`config.mk`:
```
export PLATFORM = sky130hd
export DESIGN_NAME = epoch_seconds_to_calendar_core
export DESIGN_NICKNAME = d
export VERILOG_FILES = /design/src/hw/rtl/esc_pkg.sv /design/src/hw/rtl/epoch_seconds_to_calendar_core.sv
export SDC_FILE = /design/constraint.sdc
export NUM_CORES = 1
export LEC_CHECK = 0
export BUFFER_PORTS_ARGS = -buffer_cell sky130_fd_sc_hd__buf_2
export CAP_MARGIN = 0
export CELL_PAD_IN_SITES_DETAIL_PLACEMENT = 0
export CELL_PAD_IN_SITES_GLOBAL_PLACEMENT = 1
export CORE_MARGIN = 5
export CORE_UTILIZATION = 48
export CTS_CLUSTER_DIAMETER = 100
export DETAILED_ROUTE_END_ITERATION = 12
export PLACE_DENSITY = 0.85
export REMOVE_ABC_BUFFERS = 1
export SETUP_SLACK_MARGIN = 0.3
export SLEW_MARGIN = 20
export SYNTH_ARGS = -nofsm -noshare
export SYNTH_HDL_FRONTEND = slang
export SYNTH_SLANG_ARGS = --single-unit
```
`constraint.sdc`:
```
create_clock -name clock -period 4.92 [get_ports clock]
set_input_delay 0.492 -clock clock [delete_from_list [all_inputs] [get_ports clock]]
set_output_delay 0.492 -clock clock [all_outputs]
set_load 0.1 [all_outputs]
```
`src/hw/rtl/esc_pkg.sv`:
```
// Package for the epoch seconds to calendar converter.
// Holds the calendar constants and the month length table. No dependencies.

package esc_pkg;

   // Width of the shared compare-subtract unit operands.
   localparam int unsigned AluWidth = 12;

   // Divisors used by the shift-subtract division passes.
   localparam logic [AluWidth-1:0] SecPerMin    = 12'd60;
   localparam logic [AluWidth-1:0] MinPerHour   = 12'd60;
   localparam logic [AluWidth-1:0] HourPerDay   = 12'd24;
   localparam logic [AluWidth-1:0] DaysPerWeek  = 12'd7;
   localparam logic [AluWidth-1:0] DaysPerCycle = 12'd1461;

   // Year thresholds inside a four-year cycle; the third year is the leap year.
   localparam logic [AluWidth-1:0] DaysToFourth = 12'd1096;
   localparam logic [AluWidth-1:0] DaysToThird  = 12'd730;
   localparam logic [AluWidth-1:0] DaysToSecond = 12'd365;

   // Day of year of February 29 in a leap year.
   localparam logic [10:0] Feb29Yday = 11'd59;

   // 1970-01-01 was a Thursday.
   localparam logic [15:0] EpochWeekday = 16'd4;

   // Calendar year of the epoch, counted from 1900.
   localparam logic [7:0] BaseYear = 8'd70;

   // Last month index reached by the month walk.
   localparam logic [3:0] LastMonth = 4'd11;

   // Length of each month in a common year; indexes past December read 31.
   function automatic logic [4:0] month_length(input logic [3:0] mon);
      logic [4:0] len;
      case (mon)
         4'd1:    len = 5'd28;
         4'd3:    len = 5'd30;
         4'd5:    len = 5'd30;
         4'd8:    len = 5'd30;
         4'd10:   len = 5'd30;
         default: len = 5'd31;
      endcase
      return len;
   endfunction

endpackage

```
`src/hw/rtl/epoch_seconds_to_calendar_core.sv`:
```
// Epoch seconds to calendar converter, top level.
// Depends on esc_pkg for the calendar constants and month length table.

// Converts an unsigned 32-bit count of seconds since 1970-01-01 00:00:00 into
// second, minute, hour, weekday, year since 1900, day of year, month and day
// of month. The century leap rule is not applied, so 2100 counts as a leap
// year. A single 12-bit compare-subtract unit produces one quotient bit a
// cycle over five divisions. It then places the year and applies the leap
// day shift where needed. The month walk passes one month at a time and then
// settles the day of month, and February 29 skips the walk. The result
// register is loaded last, and that load waits while the previous result is
// still held there. The block takes no new word while a conversion runs,
// but it does take one while a finished result still waits on the response
// side.

module epoch_seconds_to_calendar_core (
   input  logic        clock,
   input  logic        reset,
   input  logic        req_valid,
   output logic        req_ready,
   input  logic [31:0] req_epoch_seconds,
   output logic        rsp_valid,
   input  logic        rsp_ready,
   output logic [5:0]  rsp_second,
   output logic [5:0]  rsp_minute,
   output logic [4:0]  rsp_hour,
   output logic [2:0]  rsp_weekday,
   output logic [7:0]  rsp_year_since_1900,
   output logic [8:0]  rsp_day_of_year,
   output logic [3:0]  rsp_month_index,
   output logic [4:0]  rsp_day_of_month
);
   import esc_pkg::*;

   typedef enum logic [2:0] {
      ST_IDLE,
      ST_DIV,
      ST_YEAR,
      ST_FIX,
      ST_MONTH,
      ST_DONE
   } state_type;

   typedef enum logic [2:0] {
      OP_SEC,
      OP_MIN,
      OP_HOUR,
      OP_WDAY,
      OP_CYCLE
   } op_type;

   state_type   state_ff, state_in;
   op_type      op_ff, op_in;
   logic [31:0] dq_ff, dq_in;
   logic [10:0] rem_ff, rem_in;
   logic [4:0]  cnt_ff, cnt_in;
   logic [15:0] days_ff, days_in;
   logic [1:0]  ystep_ff, ystep_in;
   logic [3:0]  mon_ff, mon_in;
   logic [5:0]  sec_ff, sec_in;
   logic [5:0]  min_ff, min_in;
   logic [4:0]  hour_ff, hour_in;
   logic [2:0]  wday_ff, wday_in;
   logic [7:0]  year_ff, year_in;
   logic [8:0]  yday_ff, yday_in;
   logic [4:0]  mday_ff, mday_in;

   logic        rsp_valid_ff, rsp_valid_in;
   logic [5:0]  rsp_second_ff, rsp_second_in;
   logic [5:0]  rsp_minute_ff, rsp_minute_in;
   logic [4:0]  rsp_hour_ff, rsp_hour_in;
   logic [2:0]  rsp_weekday_ff, rsp_weekday_in;
   logic [7:0]  rsp_year_ff, rsp_year_in;
   logic [8:0]  rsp_yday_ff, rsp_yday_in;
   logic [3:0]  rsp_mon_ff, rsp_mon_in;
   logic [4:0]  rsp_mday_ff, rsp_mday_in;

   // Shared compare-subtract unit.
   logic [AluWidth-1:0] alu_a, alu_b, trial, divisor;
   logic [AluWidth:0]   alu_diff;
   logic                alu_ge;

   // Division pass results and year step helpers.
   logic [10:0] rem_nx;
   logic [31:0] quo_nx;
   logic [10:0] t_nx;
   logic        leap_nx;
   logic        year_done;

   assign req_ready           = (state_ff == ST_IDLE);
   assign rsp_valid           = rsp_valid_ff;
   assign rsp_second          = rsp_second_ff;
   assign rsp_minute          = rsp_minute_ff;
   assign rsp_hour            = rsp_hour_ff;
   assign rsp_weekday         = rsp_weekday_ff;
   assign rsp_year_since_1900 = rsp_year_ff;
   assign rsp_day_of_year     = rsp_yday_ff;
   assign rsp_month_index     = rsp_mon_ff;
   assign rsp_day_of_month    = rsp_mday_ff;

   // Divisor for the current division pass.
   always_comb begin
      unique case (op_ff)
         OP_SEC:   divisor = SecPerMin;
         OP_MIN:   divisor = MinPerHour;
         OP_HOUR:  divisor = HourPerDay;
         OP_WDAY:  divisor = DaysPerWeek;
         OP_CYCLE: divisor = DaysPerCycle;
         default:  divisor = DaysPerCycle;
      endcase
   end

   // Operand selection for the shared unit.
   assign trial = {rem_ff, dq_ff[31]};

   always_comb begin
      alu_a = {1'b0, rem_ff};
      alu_b = '0;
      unique case (state_ff)
         ST_DIV: begin
            alu_a = trial;
            alu_b = divisor;
         end
         ST_YEAR: begin
            unique case (ystep_ff)
               2'd0:    alu_b = DaysToFourth;
               2'd1:    alu_b = DaysToThird;
               default: alu_b = DaysToSecond;
            endcase
         end
         ST_FIX:   alu_b = {{(AluWidth-1){1'b0}}, 1'b1};
         ST_MONTH: alu_b = {7'd0, month_length(mon_ff)};
         default:  alu_b = '0;
      endcase
   end

   assign alu_diff = {1'b0, alu_a} - {1'b0, alu_b};
   assign alu_ge   = ~alu_diff[AluWidth];

   // One division step: restoring shift-subtract.
   assign rem_nx = alu_ge ? alu_diff[10:0] : trial[10:0];
   assign quo_nx = {dq_ff[30:0], alu_ge};

   // Year placement: day offset and leap flag once the year is settled.
   assign t_nx      = alu_ge ? alu_diff[10:0] : rem_ff;
   assign leap_nx   = alu_ge && (ystep_ff == 2'd1);
   assign year_done = alu_ge || (ystep_ff == 2'd2);

   // Sequencer and datapath next values.
   always_comb begin
      state_in       = state_ff;
      op_in          = op_ff;
      dq_in          = dq_ff;
      rem_in         = rem_ff;
      cnt_in         = cnt_ff;
      days_in        = days_ff;
      ystep_in       = ystep_ff;
      mon_in         = mon_ff;
      sec_in         = sec_ff;
      min_in         = min_ff;
      hour_in        = hour_ff;
      wday_in        = wday_ff;
      year_in        = year_ff;
      yday_in        = yday_ff;
      mday_in        = mday_ff;
      rsp_valid_in   = rsp_valid_ff && !rsp_ready;
      rsp_second_in  = rsp_second_ff;
      rsp_minute_in  = rsp_minute_ff;
      rsp_hour_in    = rsp_hour_ff;
      rsp_weekday_in = rsp_weekday_ff;
      rsp_year_in    = rsp_year_ff;
      rsp_yday_in    = rsp_yday_ff;
      rsp_mon_in     = rsp_mon_ff;
      rsp_mday_in    = rsp_mday_ff;

      unique case (state_ff)
         ST_IDLE: begin
            if (req_valid) begin
               dq_in    = req_epoch_seconds;
               rem_in   = '0;
               cnt_in   = 5'd31;
               op_in    = OP_SEC;
               state_in = ST_DIV;
            end
         end

         ST_DIV: begin
            rem_in = rem_nx;
            dq_in  = quo_nx;
            cnt_in = cnt_ff - 5'd1;
            if (cnt_ff == 5'd0) begin
               // Pass complete: keep the remainder, align the quotient for the next pass.
               rem_in = '0;
               unique case (op_ff)
                  OP_SEC: begin
                     sec_in = rem_nx[5:0];
                     dq_in  = {quo_nx[26:0], 5'd0};
                     cnt_in = 5'd26;
                     op_in  = OP_MIN;
                  end
                  OP_MIN: begin
                     min_in = rem_nx[5:0];
                     dq_in  = {quo_nx[20:0], 11'd0};
                     cnt_in = 5'd20;
                     op_in  = OP_HOUR;
                  end
                  OP_HOUR: begin
                     hour_in = rem_nx[4:0];
                     days_in = quo_nx[15:0];
                     dq_in   = {quo_nx[15:0] + EpochWeekday, 16'd0};
                     cnt_in  = 5'd15;
                     op_in   = OP_WDAY;
                  end
                  OP_WDAY: begin
                     wday_in = rem_nx[2:0];
                     dq_in   = {days_ff, 16'd0};
                     cnt_in  = 5'd15;
                     op_in   = OP_CYCLE;
                  end
                  default: begin
                     year_in  = BaseYear + {quo_nx[5:0], 2'b00};
                     rem_in   = rem_nx;
                     ystep_in = 2'd0;
                     state_in = ST_YEAR;
                  end
               endcase
            end
         end

         ST_YEAR: begin
            if (year_done) begin
               rem_in  = t_nx;
               yday_in = t_nx[8:0];
               mon_in  = '0;
               if (alu_ge) begin
                  year_in = year_ff + {6'd0, 2'd3 - ystep_ff};
               end
               // February 29 is settled here; later leap days shift back a day.
               if (leap_nx && (t_nx == Feb29Yday)) begin
                  mon_in   = 4'd1;
                  mday_in  = 5'd29;
                  state_in = ST_DONE;
               end else if (leap_nx && (t_nx > Feb29Yday)) begin
                  state_in = ST_FIX;
               end else begin
                  state_in = ST_MONTH;
               end
            end else begin
               ystep_in = ystep_ff + 2'd1;
            end
         end

         ST_FIX: begin
            rem_in   = alu_diff[10:0];
            state_in = ST_MONTH;
         end

         ST_MONTH: begin
            // Walk the month table one month a cycle.
            if ((mon_ff < LastMonth) && alu_ge) begin
               rem_in = alu_diff[10:0];
               mon_in = mon_ff + 4'd1;
            end else begin
               mday_in  = rem_ff[4:0] + 5'd1;
               state_in = ST_DONE;
            end
         end

         ST_DONE: begin
            // Load the result register once it is free.
            if (!rsp_valid_ff || rsp_ready) begin
               rsp_valid_in   = 1'b1;
               rsp_second_in  = sec_ff;
               rsp_minute_in  = min_ff;
               rsp_hour_in    = hour_ff;
               rsp_weekday_in = wday_ff;
               rsp_year_in    = year_ff;
               rsp_yday_in    = yday_ff;
               rsp_mon_in     = mon_ff;
               rsp_mday_in    = mday_ff;
               state_in       = ST_IDLE;
            end
         end

         default: state_in = ST_IDLE;
      endcase
   end

   // State, datapath and result registers.
   always_ff @(posedge clock) begin
      if (reset) begin
         state_ff     <= ST_IDLE;
         rsp_valid_ff <= 1'b0;
      end else begin
         state_ff     <= state_in;
         rsp_valid_ff <= rsp_valid_in;
      end
      op_ff          <= op_in;
      dq_ff          <= dq_in;
      rem_ff         <= rem_in;
      cnt_ff         <= cnt_in;
      days_ff        <= days_in;
      ystep_ff       <= ystep_in;
      mon_ff         <= mon_in;
      sec_ff         <= sec_in;
      min_ff         <= min_in;
      hour_ff        <= hour_in;
      wday_ff        <= wday_in;
      year_ff        <= year_in;
      yday_ff        <= yday_in;
      mday_ff        <= mday_in;
      rsp_second_ff  <= rsp_second_in;
      rsp_minute_ff  <= rsp_minute_in;
      rsp_hour_ff    <= rsp_hour_in;
      rsp_weekday_ff <= rsp_weekday_in;
      rsp_year_ff    <= rsp_year_in;
      rsp_yday_ff    <= rsp_yday_in;
      rsp_mon_ff     <= rsp_mon_in;
      rsp_mday_ff    <= rsp_mday_in;
   end

endmodule
```
==> metrics.csv, run 1 <==
stage,metric,value,unit
outcome,outcome,"complete, no violations",
clock_network,cts_buffers,17,
die,start_util,0.488,
route,drc,0,
clock_network,cts_tree,built,
timing,setup_slack,0.578,ns
flow_run,maxCapViolations,0,
die,die_w,145,um
logic_synthesis,synth-seq-cells,165,
logic_synthesis,synth_ff_type,edfxtp_1,
critical_path,endpoint_kind,flop,
placed_design,hpwl,14.8,mm
worst_hold_path,hold_start,req_epoch_seconds[21],
timing,period_minus_slack,4.34,ns
clock_network,worstSkewPairLatency,0.44,ns
die,dieHeight,145,um
route,wl_per_cell,19.8,um
critical_path,r2r_cells,13,
pwr,finalPower,7.87,mW
logic_synthesis,synth_edf_count,161,
critical_path,path_max_fanout,33,
critical_path,r2r-end,mday_ff[0],
pwr,power.switching,3.41,mW
route,dr.pass1.iters,5,
global_routing,grt_pass1_vias,6239,
clock_network,cts_buffer_depth,2,
global_routing,grt_first_pass_wirelength,33.8,mm
timing,max-slew-margin-rel,0.489,
cells_and_area,diodes,0,
cells_and_area,drive_above_1_share,0.226,
clock_network,clkSlewWorstSetupHoldPaths,0.07,ns
critical_path,critical_path.endpoint,mday_ff[0],
logic_synthesis,avgSynthCellArea,11.5,um^2
critical_path,cp.arrival,4.46,ns
timing,whs,0.329,ns
clock_network,cts_setup_buffers,0,
clock_network,numClockSinks,165,
pwr,vdd_ir_drop_max,351,uV
logic_synthesis,yosysSeqAreaShare,0.561,
logic_synthesis,syn_area,8760,um^2
pwr,pwr-share-clk,0.176,
clock_network,h-tree-depth,4,
timing,fin_worst_skew,0.0130,ns
timing,slew_viol_final,0,
logic_synthesis,synth_cell_types,84,
cells_and_area,nets,900,
route,viasPerCell,5.87,
die,dieArea,21100,um^2
timing,finalSetupViolations,0,
worst_hold_path,hold_class,in2reg,
critical_path,required,5.03,ns
die,ios,84,
global_routing,track_usage,0.200,
route,drtIter0Drc,603,
pwr,internal-power,4.45,mW
global_routing,grt_start_max_net_pins,47,
die,core_region_area,18000,um^2
critical_path,rrSetupSlack,0.58,ns
cells_and_area,area_growth,15.1,%
logic_synthesis,postSynth.asyncResetShare,0,
logic_synthesis,ys.warnings.count,0,
pwr,seqPwrFrac,0.321,
timing,worst_slew_pin_slew,0.762,ns
route,vias,6339,
route,ant_nets,0,
placed_design,place_congestion,0.894,
timing,fmax,0.230,GHz
pwr,p_comb_frac,0.503,
timing,tns,0,ns
cells_and_area,final_util,0.561,
route,wl,21.4,mm
timing,hold_viol,0,
global_routing,antenna_found_initial,0,
logic_synthesis,syn-instance-count,762,
critical_path,crit_path_start,state_ff[0],
timing,rsz0062_at_grt,no,
pwr,leakagePower,3.79,nW
pwr,power.density,780,nW/um^2
critical_path,critical_path_class,reg2reg,
global_routing,overflow,0,
die,num_rows,49,
placed_design,preCtsSetupSlack,0.382,ns
clock_network,root_buffer,clkbuf_16,
critical_path,reg2reg_from,state_ff[0],
pwr,switching_share,0.434,
critical_path,crit_path_start_kind,flop,
placed_design,io_buffers,83,
timing,fin_crit_sh,0.883,
## layer usage
| metal | routed length (um) | track usage | up-vias |
|---|---|---|---|
| li1 | - | - | 2990 |
| met1 | 9530 | 0.277 | 3094 |
| met5 | 0 | 0 | - |
| met4 | 487 | 0.0746 | 0 |
| met3 | 1390 | 0.0424 | 31 |
| met2 | 9950 | 0.313 | 224 |
## critical path: stages (launching register included)
cell and delay, ns:
dfxtp_1 0.54, inv_2 0.15, or3_2 0.80, nand2_1 0.16, nand2_1 0.07, ha_1 0.41, a21o_4 0.27, or4_4 0.50
nor2_4 0.10, o32a_2 0.16, a2bb2oi_2 0.12, nand4_1 0.20, nand2b_1 0.25, o21ai_2 0.29
## power by group through the flow
| stage | sequential (mW) | clock, mW | combinational [mW] |
|---|---|---|---|
| final | 2.53 | 1.38 | 3.96 |
| after global routing | 2.56 | 1.47 | 4.36 |
| after CTS | 2.53 | 1.40 | 3.90 |
| after detailed placement | 2.55 | 0 | 3.86 |
| after global placement | 2.53 | 0 | 3.78 |
| after floorplan | 2.51 | 0 | 2.87 |
## worst min-delay path by stage
stage | end | slack, ns | cells past startpoint
CTS | dq_ff[15] | 0.31 | 3
global placement | rsp_minute[2] | 0.40 | 0
global route | dq_ff[27] | 0.33 | 3
detailed placement | rsp_day_of_year[5] | 0.40 | 0
floorplan | rsp_day_of_month[0] | 0.40 | 0
finish | dq_ff[21] | 0.33 | 3
## Yosys cell counts, drive strengths merged, types with 16 or more instances
library cell	count	share of area
o21ai	38	0.023
edfxtp	161	0.55
inv	25	0.011
nor2	58	0.026
a21oi	41	0.025
ha	25	0.036
xor2	16	0.016
xnor2	19	0.019
clkbuf	40	0.019
nand2	108	0.047
nand3	24	0.014
nor3	20	0.013
## what timing repair did
| item | CTS | global route |
|---|---|---|
| resized for setup | 0 | 6 |
| endpoints found under the setup margin | 0 | 13 |
| hold buffers | 0 | 0 |
## stage by stage
stage / cells / cell area, um^2
finish: 1079 / 10100
floorplan: 712 / 8540
detailed placement: 1046 / 9430
global placement: 1046 / 9430
global route: 1079 / 10100
CTS: 1078 / 10000
## cells in the final DEF (no fill, tap or decap), drive strengths merged, types with 6 or more instances in the layout
master | netlist | final
a31oi | 9 | 9
nor3 | 20 | 20
a211oi | 7 | 7
edfxtp | 161 | 161
ha | 25 | 25
nor2 | 58 | 58
nand2b | 11 | 11
nand2 | 108 | 108
nor4 | 7 | 7
mux2i | 9 | 9
xnor2 | 19 | 19
nor2b | 12 | 12
buf | 10 | 106
clkbuf | 40 | 18
xor2 | 16 | 16
nand4 | 6 | 6
mux4 | 14 | 14
inv | 25 | 35
a21oi | 41 | 41
a21o | 11 | 11
o21ai | 38 | 38
or2 | 6 | 6
and3 | 9 | 9
a222oi | 6 | 6
nand3 | 24 | 24
## registers in the layout, indices dropped and copies added (netlist names), 6 cells and up
register / cells
rsp_day_of_year: 9
year_ff: 8
rsp_year_since_1900: 8
dq_ff: 32
days_ff: 16
min_ff: 6
rem_ff: 11
rsp_second: 6
yday_ff: 9
rsp_minute: 6
sec_ff: 6
## final cells by class
class	count	area [um^2]
well taps	229	287
clock buffers	18	429
flip-flops and latches	165	4920
inverters	25	96.3
multi-input cells	522	3570
fillers	1481	7880
repair buffers	106	608
clock inverters	14	176
## cells by family after synthesis
group	synth area share
xor gates and xnor gates	0.0350
DFF	0.561
AOI/OAI and AO/OA	0.126
and+or+nand+nor	0.155
muxes	0.0463
buffers and inverters	0.0368
adders and majority gates	0.0403
Power figures use the tool's default switching activity.
==> run 2, diff against run 1 <==
CAP_MARGIN = unset   (was 0)
clock period = 4.5 ns   (was 4.92 ns; I/O delays follow)
==> run 2 against run 1 <==
- setup slack worse by 0.029 ns
- wire length grew 2.6%
- cell count grew 0.74%
- fmax increased by 9.9%
- clock power grew 10%
- core utilization up 0.54 points
- global-route usage is 0.37 points higher
- sequential share of layout area down 0.47 points
==> metrics.csv, run 2 (synthesized netlist as in run 1, its figures left out) <==
stage,metric,value,unit
outcome,outcome,"complete, no violations",
global_routing,grt_start_max_net_pins,47,
route,drc,0,
die,dieHeight,145,um
die,core_region_area,18000,um^2
pwr,power.density,869,nW/um^2
route,viasPerCell,5.89,
global_routing,track_usage,0.204,
clock_network,clkSlewWorstSetupHoldPaths,0.07,ns
clock_network,h-tree-depth,4,
timing,whs,0.280,ns
flow_run,maxCapViolations,0,
clock_network,root_buffer,clkbuf_16,
critical_path,path_max_fanout,5,
timing,rsz0062_at_grt,no,
cells_and_area,regMostFlops,dq_ff,
critical_path,r2r_cells,15,
timing,fin_crit_sh,0.878,
critical_path,crit_path_start_kind,flop,
die,start_util,0.488,
timing,worst_slew_pin_slew,0.754,ns
worst_hold_path,hold_end,dq_ff[21],
clock_network,holdBufCountCts,0,
worst_hold_path,hold_class,in2reg,
critical_path,r2r-end,mday_ff[2],
clock_network,numClockSinks,165,
global_routing,grt_first_pass_wirelength,34.6,mm
critical_path,reg2reg_from,mon_ff[0],
critical_path,endpoint_kind,flop,
die,dieArea,21100,um^2
timing,period_minus_slack,3.95,ns
route,wl,21.9,mm
clock_network,cts_buffer_depth,2,
route,dr.pass1.iters,7,
pwr,leakagePower,3.85,nW
timing,hold_viol,0,
worst_hold_path,hold_start,req_epoch_seconds[21],
placed_design,hpwl,15.5,mm
timing,slew_viol_final,0,
route,drtIter0Drc,598,
timing,fin_worst_skew,0.00970,ns
clock_network,cts_tree,built,
critical_path,critical_path_class,reg2reg,
cells_and_area,finalNonFillerCells,1087,
cells_and_area,reg_top3,"dq_ff (32), days_ff (16), rem_ff (11)",
cells_and_area,diodes,0,
timing,finalSetupViolations,0,
route,wl_per_cell,20.2,um
placed_design,place_congestion,0.943,
clock_network,worstSkewPairLatency,0.43,ns
die,die_w,145,um
cells_and_area,nets,908,
cells_and_area,drive_above_1_share,0.235,
pwr,vdd_ir_drop_max,392,uV
placed_design,io_buffers,83,
global_routing,antenna_found_initial,0,
global_routing,overflow,0,
clock_network,cts_buffers,17,
cells_and_area,largest_reg_flops,32,
worst_hold_path,min_path_cells,3,
die,ios,84,
route,ant_nets,0,
die,num_rows,49,
timing,fmax,0.253,GHz
placed_design,dpl.cell_count,1053,
cells_and_area,final_cell_mix,"edfxtp_1, nand2_1, buf_2",
critical_path,cp.arrival,4.08,ns
cells_and_area,fillers,1496,
cells_and_area,area_growth,16.2,%
cells_and_area,final_common_cell,edfxtp_1,
route,vias,6405,
global_routing,grt_pass1_vias,6316,
timing,max-slew-margin-rel,0.496,
critical_path,required,4.62,ns
critical_path,rrSetupSlack,0.55,ns
-- run 2: worst max-delay path by stage --
stage,from,to,cells after the start
2_1_floorplan,state_ff[0],mday_ff[0],14
5_1_grt,mon_ff[1],state_ff[0],16
4_1_cts,mon_ff[0],mday_ff[0],15
3_5_place_dp,mon_ff[0],mday_ff[4],15
3_3_place_gp,mon_ff[0],mday_ff[4],15
6_report,mon_ff[0],mday_ff[2],15
-- run 2: layer usage --
layer,global-route usage,wire length [um],vias up
met1,0.290,9620,3128
met3,0.0418,1460,28
met5,0,0,-
li1,-,-,3000
met4,0.0746,528,0
met2,0.312,10300,249
-- run 2: repair_timing --
action / 4_1_cts / 5_1_grt
setup buffers: 0 / 1
setup endpoints to repair: 5 / 38
pin swaps: 0 / 1
resized for setup: 1 / 9
-- run 2: layout make-up --
cell class	instances	area, um^2	area share
well taps	229	287	0.0281
multi-input cells	522	3580	0.352
clock buffers	17	425	0.0418
inverters	25	96.3	0.00946
flip-flops and latches	165	4920	0.483
clock inverters	15	203	0.0199
repair buffers	114	673	0.0661
-- run 2: through the flow --
step                utilization  setup TNS (ns)  cell area, um^2  power, mW  worst slack (ns)
floorplan                     -          -22.77             8540       5.88            -0.765
global route              0.567               0            10200       9.38             0.340
CTS                       0.563               0            10100       8.74             0.358
global placement          0.528               0             9490       7.11             0.489
detailed placement        0.528               0             9490       7.21             0.266
finish                    0.567               0            10200       8.84             0.548
-- run 2: critical path, stage by stage (launching register included) --
cell       delay (ns)
edfxtp_1         0.46
ha_1             0.29
nor2b_1          0.16
o31ai_2          0.26
nand2_1          0.09
o311ai_0         0.13
ha_1             0.26
fa_1             0.26
nor2b_4          0.06
o31a_1           0.33
nor4_2           0.32
o32a_2           0.21
a2bb2oi_2        0.13
nand4_1          0.17
nand2b_2         0.27
o21ai_4          0.24
-- run 2: report_power, final --
group          leakage [nW]  internal (mW)  switching (mW)
Sequential             1.52           2.38           0.378
Clock                 0.306          0.811           0.705
Combinational          2.03           1.76            2.81
Total                  3.85           4.95            3.90
